### config.mk
export PLATFORM = sky130hd
export DESIGN_NAME = wall_bounce_pressure_flat
export DESIGN_NICKNAME = d
export VERILOG_FILES = /design/src/sv/wbp_pkg.sv /design/src/sv/wbp_item_if.sv /design/src/sv/wbp_result_if.sv /design/src/sv/wbp_ctrl.sv /design/src/sv/wbp_dpath.sv /design/src/sv/wall_bounce_pressure.sv /design/src/flat_wrapper.sv
export SDC_FILE = /design/constraint.sdc
export NUM_CORES = 2
export LEC_CHECK = 0
export BUFFER_PORTS_ARGS = -buffer_cell sky130_fd_sc_hd__buf_2
export CAP_MARGIN = 30
export CORE_ASPECT_RATIO = 1.75
export CORE_UTILIZATION = 43
export DETAILED_ROUTE_END_ITERATION = 10
export PLACE_DENSITY_LB_ADDON = 0.25
export REMOVE_ABC_BUFFERS = 1
export SYNTH_ARGS = -nofsm -noshare
export SYNTH_HDL_FRONTEND = slang
export SYNTH_HIERARCHICAL = 1
export SYNTH_SLANG_ARGS = --single-unit
### constraint.sdc
create_clock -name clk -period 24.4 [get_ports clk]
set_clock_uncertainty 0.1 [all_clocks]
set_input_delay 1.22 -clock clk [delete_from_list [all_inputs] [get_ports clk]]
set_output_delay 1.22 -clock clk [all_outputs]
set_load 0.01 [all_outputs]
### src/sv/wbp_pkg.sv
// Shared types, constants and helpers for the wall bounce pressure block.
package wbp_pkg;

  localparam int FRAC_BITS_DEF = 16;
  localparam int REST_BITS     = 14;
  localparam int P_W           = 48;
  localparam int MAG_W         = 49;
  localparam logic [P_W-1:0] P_MAX = {P_W{1'b1}};

  typedef struct packed {
    logic               frame_start;
    logic signed [31:0] pos_normal;
    logic signed [31:0] vel_normal;
    logic [14:0]        radius;
    logic [15:0]        restitution;
    logic [15:0]        mass;
    logic               wall_is_max;
    logic               wall_axis;
    logic signed [15:0] wall_pos;
    logic signed [31:0] wall_vel;
    logic [15:0]        wall_len;
    logic [31:0]        time_step;
  } item_t;

  typedef struct packed {
    logic               bounced;
    logic               axis_out;
    logic signed [31:0] new_pos;
    logic signed [31:0] new_vel;
    logic [P_W-1:0]     pressure_total;
  } result_t;

  typedef struct packed {
    logic load;
    logic mul1;
    logic mul2;
    logic mul3;
    logic div_step;
    logic accum;
    logic emit;
  } cmd_t;

  typedef struct packed {
    logic skip;
    logic div_last;
    logic out_free;
  } status_t;

  function automatic logic signed [31:0] sat32(input logic signed [63:0] x);
    logic signed [31:0] r;
    if (x > 64'sd2147483647) begin
      r = 32'sh7FFFFFFF;
    end else if (x < -64'sd2147483648) begin
      r = 32'sh80000000;
    end else begin
      r = x[31:0];
    end
    return r;
  endfunction

endpackage

### src/sv/wbp_item_if.sv
// Input channel carrying one particle-wall pair.
interface wbp_item_if import wbp_pkg::*; ();
  logic  valid;
  logic  ready;
  item_t data;
  modport source(output valid, output data, input ready);
  modport sink(input valid, input data, output ready);
endinterface

### src/sv/wbp_result_if.sv
// Output channel carrying one collision result.
interface wbp_result_if import wbp_pkg::*; ();
  logic    valid;
  logic    ready;
  result_t data;
  modport source(output valid, output data, input ready);
  modport sink(input valid, input data, output ready);
endinterface

### src/sv/wbp_ctrl.sv
// Sequencing state machine for the wall bounce pressure block.
module wbp_ctrl import wbp_pkg::*; (
  input  logic    clk,
  input  logic    rst,
  input  logic    item_valid,
  output logic    item_ready,
  input  status_t status,
  output cmd_t    cmd
);

  typedef enum logic [6:0] {
    S_IDLE  = 7'b0000001,
    S_MUL1  = 7'b0000010,
    S_MUL2  = 7'b0000100,
    S_MUL3  = 7'b0001000,
    S_DIV   = 7'b0010000,
    S_ACC   = 7'b0100000,
    S_EMIT  = 7'b1000000
  } state_t;

  state_t state, state_next;

  always_ff @(posedge clk) begin
    if (rst) begin
      state <= S_IDLE;
    end else begin
      state <= state_next;
    end
  end

  always_comb begin
    state_next = state;
    cmd        = '0;
    item_ready = 1'b0;
    unique case (state)
      S_IDLE: begin
        item_ready = 1'b1;
        if (item_valid) begin
          cmd.load   = 1'b1;
          state_next = S_MUL1;
        end
      end
      S_MUL1: begin
        cmd.mul1   = 1'b1;
        state_next = S_MUL2;
      end
      S_MUL2: begin
        cmd.mul2   = 1'b1;
        state_next = S_MUL3;
      end
      S_MUL3: begin
        cmd.mul3   = 1'b1;
        state_next = status.skip ? S_ACC : S_DIV;
      end
      S_DIV: begin
        cmd.div_step = 1'b1;
        if (status.div_last) begin
          state_next = S_ACC;
        end
      end
      S_ACC: begin
        cmd.accum  = 1'b1;
        state_next = S_EMIT;
      end
      S_EMIT: begin
        if (status.out_free) begin
          cmd.emit   = 1'b1;
          state_next = S_IDLE;
        end
      end
      default: begin
        state_next = S_IDLE;
      end
    endcase
  end

endmodule

### src/sv/wbp_dpath.sv
// Datapath: limit, bounce test, velocity and pressure arithmetic, divider, sum.
module wbp_dpath import wbp_pkg::*; #(
  parameter int FRAC_BITS = FRAC_BITS_DEF
) (
  input  logic         clk,
  input  logic         rst,
  input  item_t        item_data,
  input  cmd_t         cmd,
  output status_t      status,
  wbp_result_if.source result
);

  localparam int LIM_W  = 18 + FRAC_BITS;
  localparam int EXT_W  = ((LIM_W > 32) ? LIM_W : 32) + 2;
  localparam int DIVD_W = MAG_W + FRAC_BITS;
  localparam int CNT_W  = $clog2(DIVD_W + 1);

  logic signed [31:0] pos, vel, wvel, npos, nvel;
  logic [15:0]        rest, mass, wlen;
  logic               is_max, axis, bounce;
  logic [31:0]        tstep;
  logic signed [LIM_W-1:0] limit;
  logic signed [48:0] prod;
  logic [P_W-1:0]     dvsr;
  logic [DIVD_W-1:0]  quo;
  logic [P_W-1:0]     rem;
  logic [CNT_W-1:0]   cnt;
  logic [P_W-1:0]     sum;
  logic               out_valid;
  result_t            out_data;

  logic signed [17:0]      base;
  logic signed [EXT_W-1:0] pos_x, lim_x, npos_x;
  logic signed [32:0]      dv;
  logic [32:0]             absdv;
  logic [MAG_W-1:0]        mag;
  logic [P_W:0]            rem_sh;
  logic                    ge;
  logic [P_W-1:0]          pval;
  logic [P_W:0]            sum_add;

  always_comb begin
    base    = item_data.wall_is_max
            ? ($signed({{2{item_data.wall_pos[15]}}, item_data.wall_pos})
               - $signed({3'b000, item_data.radius}))
            : ($signed({{2{item_data.wall_pos[15]}}, item_data.wall_pos})
               + $signed({3'b000, item_data.radius}));
    pos_x   = EXT_W'(pos);
    lim_x   = EXT_W'(limit);
    npos_x  = (lim_x <<< 1) - pos_x;
    dv      = $signed({nvel[31], nvel}) - $signed({vel[31], vel});
    absdv   = dv[32] ? 33'(-dv) : 33'(dv);
    mag     = MAG_W'(mass) * MAG_W'(absdv);
    rem_sh  = {rem, quo[DIVD_W-1]};
    ge      = rem_sh >= {1'b0, dvsr};
    pval    = status.skip ? '0
            : ((|quo[DIVD_W-1:P_W]) ? P_MAX : quo[P_W-1:0]);
    sum_add = {1'b0, sum} + {1'b0, pval};
  end

  assign status.skip     = !bounce || (tstep == '0);
  assign status.div_last = (cnt == CNT_W'(1));
  assign status.out_free = !out_valid || result.ready;

  always_ff @(posedge clk) begin
    if (cmd.load) begin
      pos    <= item_data.pos_normal;
      vel    <= item_data.vel_normal;
      rest   <= item_data.restitution;
      mass   <= item_data.mass;
      is_max <= item_data.wall_is_max;
      axis   <= item_data.wall_axis;
      wvel   <= item_data.wall_vel;
      wlen   <= item_data.wall_len;
      tstep  <= item_data.time_step;
      limit  <= {base, {FRAC_BITS{1'b0}}};
    end
    if (cmd.mul1) begin
      bounce <= (wlen != '0) && (is_max ? (pos_x >= lim_x) : (pos_x <= lim_x));
      npos   <= sat32(64'(npos_x));
      prod   <= $signed(49'($signed({1'b0, rest}))) * $signed(49'(vel));
      dvsr   <= P_W'(tstep) * P_W'(wlen);
    end
    if (cmd.mul2) begin
      nvel <= sat32(64'(wvel) - 64'(prod >>> REST_BITS));
    end
    if (cmd.mul3) begin
      quo <= {mag, {FRAC_BITS{1'b0}}};
      rem <= '0;
      cnt <= CNT_W'(DIVD_W);
    end
    if (cmd.div_step) begin
      rem <= ge ? P_W'(rem_sh - {1'b0, dvsr}) : rem_sh[P_W-1:0];
      quo <= {quo[DIVD_W-2:0], ge};
      cnt <= cnt - CNT_W'(1);
    end
    if (cmd.emit) begin
      out_data.bounced        <= bounce;
      out_data.axis_out       <= axis;
      out_data.new_pos        <= bounce ? npos : pos;
      out_data.new_vel        <= bounce ? nvel : vel;
      out_data.pressure_total <= sum;
    end
  end

  always_ff @(posedge clk) begin
    if (rst) begin
      sum       <= '0;
      out_valid <= 1'b0;
    end else begin
      if (cmd.load && item_data.frame_start) begin
        sum <= '0;
      end else if (cmd.accum) begin
        sum <= sum_add[P_W] ? P_MAX : sum_add[P_W-1:0];
      end
      if (cmd.emit) begin
        out_valid <= 1'b1;
      end else if (result.ready) begin
        out_valid <= 1'b0;
      end
    end
  end

  assign result.valid = out_valid;
  assign result.data  = out_data;

endmodule

### src/sv/wall_bounce_pressure.sv
// Top level: one particle-wall collision per transfer, with per-frame pressure sum.
// A bounce with nonzero time step runs the divider, one quotient bit a cycle; other pairs
// skip the divider and add nothing to the pressure sum.
// One pair at a time, the next taken only once the last is emitted; a held result stalls it.
// Reset: synchronous rst clears the sequencer, the output valid and the pressure sum.
module wall_bounce_pressure import wbp_pkg::*; #(
  parameter int FRAC_BITS = FRAC_BITS_DEF
) (
  input  logic         clk,
  input  logic         rst,
  wbp_item_if.sink     item,
  wbp_result_if.source result
);

  cmd_t    cmd;
  status_t status;

  wbp_ctrl u_ctrl (
    .clk        (clk),
    .rst        (rst),
    .item_valid (item.valid),
    .item_ready (item.ready),
    .status     (status),
    .cmd        (cmd)
  );

  wbp_dpath #(.FRAC_BITS(FRAC_BITS)) u_dpath (
    .clk       (clk),
    .rst       (rst),
    .item_data (item.data),
    .cmd       (cmd),
    .status    (status),
    .result    (result)
  );

endmodule

### src/flat_wrapper.sv
// flat-port wrapper written by rule: the top's interface ports become plain ports
module wall_bounce_pressure_flat import wbp_pkg::*;
#(
  parameter int FRAC_BITS = FRAC_BITS_DEF
)
  (clk, rst, item_valid, item_data, item_ready, result_valid, result_data, result_ready);
  wbp_item_if item_i ();
  wbp_result_if result_i ();
  input  logic clk;
  input  logic rst;
  input wire logic [$bits(item_i.valid)-1:0] item_valid;
  input wire logic [$bits(item_i.data)-1:0] item_data;
  output wire logic [$bits(item_i.ready)-1:0] item_ready;
  output wire logic [$bits(result_i.valid)-1:0] result_valid;
  output wire logic [$bits(result_i.data)-1:0] result_data;
  input wire logic [$bits(result_i.ready)-1:0] result_ready;
  assign item_i.valid = item_valid;
  assign item_i.data = item_data;
  assign item_ready = item_i.ready;
  assign result_valid = result_i.valid;
  assign result_data = result_i.data;
  assign result_i.ready = result_ready;
  wall_bounce_pressure #(.FRAC_BITS(FRAC_BITS)) u_core (.clk(clk), .rst(rst), .item(item_i), .result(result_i));
endmodule
==> results.md <==
* RSZ-0062 raised after global routing: false
* Worst skew pair latency at 0.72 ns
* Setup Buffers After CTS at 0
* Average vias per placed instance at 5.42
* Buf/Inv on CP at 8
* Fraction of registers with async set/reset at 0
* Post-layout min period at 11.16 ns
* Nets at 11100
* Final Hold Viols at 0
* Vias in the first global route at 69100
* PortBufs at 329
* Clock root buffer: clkbuf_16
* CP required at 24.75 ns
* CTS Buffer Depth at 3
* Sequential area share after synthesis at 0.219
* CTS buffer count at 70
* Syn_area_per_cell at 9.54 µm²
* CTS tree: done
* Hold_sp: u_core/u_dpath/axis$_DFFE_PP_
* Hpwl dp at 191 mm
* Worst Setup End Kind: register
* Core footprint at 194000 µm²
* Post-route setup slack at 13.24 ns
* Starting Density at 0.433
* Drt wl/cell at 21.2 µm
* Die area at 198000 µm²
* Setup TNS at 0 ns
* Worst Hold End: u_core/u_dpath/result.data[112]$_DFFE_PP_
* # DRC at 0
* Grt total ovfl at 0
* Initial DRC Count at 3703
* Yosys reg bits at 633
* Antenna violations before repair at 12
* Post-Synth XOR/XNOR Area at 0.0356
* Worst Hold Depth at 0
* Mapped cell area at 84300 µm²
* CP delay by family, top: compound AO/OA/AOI/OAI gates
* Worst-path maximum fanout at 34
* Synth cell types at 96
* Final setup fails at 0
* R2R setup slack at 13.24 ns
* Row Count at 214
* Min-Delay Path Class: register to register
* Slew margin rel. at 0.196
* Simple-gate portion of the synthesized area at 0.150
* CP Data Arrival Time at 11.51 ns
* Pre-CTS WS at 13.25 ns
* Post-synth EDFFs at 577
* Fin crit share at 0.457
* Clock sinks at 633
* DR pass1 iterations at 6
* Post-synthesis adder-cell area fraction at 0.404
* Status: completed
* Pin count of the biggest net entering global routing at 118
* Pins Over Slew Limit at 0
* Layout area overhead at 8.30%
* Worst path slowest cell: edfxtp_1
* # resized after CTS at 0
* Most common flop cell mapped by yosys: edfxtp_1
* Post-synthesis cell count at 8837
* Worst-path clk slew at 0.07 ns
* Final WL at 248 mm
* Layout cells sized above 1 at 0.0739
* Compound-Gate Fraction of Synth Area at 0.0943
* # IOs at 330
* Reg2reg start: u_core/u_dpath/vel[10]$_DFFE_PP_
* H-tree depth at 3
* Gpl congestion at 0.926
* Post-synthesis mux area share at 0.00781
* Critical path class: register to register
* Fmax at 89.6 MHz
* Die W at 337 µm
* Die height at 588 µm
* Worst setup SP type: register
* DR vias at 63200
* Worst slew pin tran at 1.21 ns
* Global Route Usage Sum at 0.255
* Ys Warns at 6
* Largest family of logic cells by synthesized area: adder cells
* Crit-path max cell delay at 0.82 ns
* Max-cap viol count at 0
* First-pass GRT wire length at 386 mm
* CTS Hold Bufs at 0
* Routed Antenna Nets at 0
* Crit Reg-Reg Endpoint: u_core/u_dpath/quo[64]$_DFFE_PP_
* Worst Reg-to-Reg Cells at 38
-- Yosys cell counts (all sizes together) (11+ instances only) --
| cell | n | area [µm²] |
|---|---|---|
| nand2 | 1253 | 4700 |
| o211a | 14 | 148 |
| nand3b | 12 | 90.1 |
| inv | 1611 | 6050 |
| o31ai | 33 | 267 |
| nor2 | 330 | 1240 |
| a2111oi | 16 | 165 |
| or2 | 14 | 87.6 |
| edfxtp | 577 | 17300 |
| a211o | 13 | 114 |
| a21o | 178 | 1340 |
| a311oi | 13 | 114 |
| buf | 34 | 170 |
| mux2i | 41 | 410 |
| nor3b | 11 | 82.6 |
| nand2b | 37 | 231 |
| clkbuf | 341 | 1280 |
| a211oi | 25 | 193 |
| or3 | 18 | 118 |
| o21a | 51 | 383 |
| mux2 | 22 | 248 |
| ha | 574 | 7180 |
| a31oi | 39 | 244 |
| nand3 | 86 | 430 |
| and3 | 46 | 288 |
| nor4b | 11 | 151 |
| fa | 1342 | 26900 |
| o21ai | 333 | 1670 |
| nor3 | 55 | 290 |
| and2 | 585 | 3660 |
| xnor2 | 210 | 1850 |
| dfxtp | 56 | 1120 |
| a21oi | 356 | 1790 |
| xor2 | 132 | 1160 |
| nand4 | 41 | 257 |
| nor4 | 36 | 246 |
| o31a | 13 | 114 |
| nor2b | 79 | 494 |
| o21bai | 45 | 338 |
| o211ai | 22 | 165 |
-- cell families after synthesis --
kind of cell | Yosys count
compound gates | 1251
xor+xnor | 342
fa+ha+maj | 1916
buf+inv | 1986
flops | 633
mux | 63
simple gates | 2646
-- cell type report --
cell class | instances | area, µm²
flip-flops and latches | 633 | 18400
multi-input cells | 6218 | 58400
clock buffers | 86 | 1850
inverters | 1611 | 6050
fillers | 18700 | 103000
well taps | 2592 | 3240
clock inverters | 42 | 494
repair buffers | 471 | 2770
diodes | 7 | 17.5
-- worst register-to-register path, delay by kind of cell, from the launching register on --
family                     cells  cell delay, ns
AOI/OAI and AO/OA             15            3.94
adders and majority gates      8            3.91
buffers and inverters          8            1.02
DFF                            1            0.82
and+or+nand+nor                4            0.60
xor gates and xnor gates       2            0.28
muxes                          1            0.27
-- layer usage --
| metal | wire, µm | track usage | vias to the layer above |
|---|---|---|---|
| met5 | 80 | 0 | - |
| met4 | 17800 | 0.163 | 12 |
| met3 | 11500 | 0.0313 | 762 |
| met2 | 133000 | 0.477 | 1955 |
| met1 | 85500 | 0.266 | 32100 |
| li1 | - | - | 28400 |
-- state kept, by name, indices dropped and copies added (netlist names), 7 cells and up --
name                        cells
u_core/u_dpath/result.data    114
u_core/u_dpath/quo             65
u_core/u_dpath/dvsr            48
u_core/u_dpath/rem             48
u_core/u_dpath/sum             48
u_core/u_dpath/prod            35
u_core/u_dpath/npos            32
u_core/u_dpath/nvel            32
u_core/u_dpath/pos             32
u_core/u_dpath/tstep           32
u_core/u_dpath/vel             32
u_core/u_dpath/wvel            32
u_core/u_dpath/limit           17
u_core/u_dpath/mass            16
u_core/u_dpath/rest            16
u_core/u_dpath/wlen            16
u_core/u_ctrl/state             7
u_core/u_dpath/cnt              7
-- worst max-delay path by stage --
stage,startpoint,cells after the start,endpoint
5_1_grt,u_core/u_dpath/vel[8]$_DFFE_PP_,38,u_core/u_dpath/quo[64]$_DFFE_PP_
3_3_place_gp,u_core/u_dpath/vel[10]$_DFFE_PP_,38,u_core/u_dpath/quo[64]$_DFFE_PP_
3_5_place_dp,u_core/u_dpath/vel[10]$_DFFE_PP_,37,u_core/u_dpath/quo[63]$_DFFE_PP_
2_1_floorplan,item_valid,4,u_core/u_dpath/sum[0]$_SDFFE_PP0P_
6_report,u_core/u_dpath/vel[10]$_DFFE_PP_,38,u_core/u_dpath/quo[64]$_DFFE_PP_
4_1_cts,u_core/u_dpath/vel[10]$_DFFE_PP_,37,u_core/u_dpath/quo[63]$_DFFE_PP_
-- cell usage in the layout, fill, tap and decap left out, types with 178 or more instances in the layout --
master,synthesis,layout
edfxtp_1,577,577
o21ai_0,329,328
a21o_1,178,178
and2_1,584,584
fa_1,1342,1342
inv_1,1611,1610
ha_1,574,574
nand2_1,1253,1252
nor2_1,330,330
buf_2,28,329
a21oi_1,355,354
xnor2_1,209,207
-- through the flow --
stage | hold slack [ns] | util | instances | area (µm²)
after global routing | 0.356 | 0.469 | 11700 | 91200
after CTS | 0.346 | 0.469 | 11700 | 91200
after global placement | 0.318 | 0.457 | 11500 | 88800
after detailed placement | 0.331 | 0.457 | 11500 | 88900
after floorplan | 0.300 | - | 8462 | 82800
final | 0.339 | 0.469 | 11700 | 91300
Power is not shown: default switching activity piles up to over one toggle a cycle in this logic, so the estimate is an artifact.
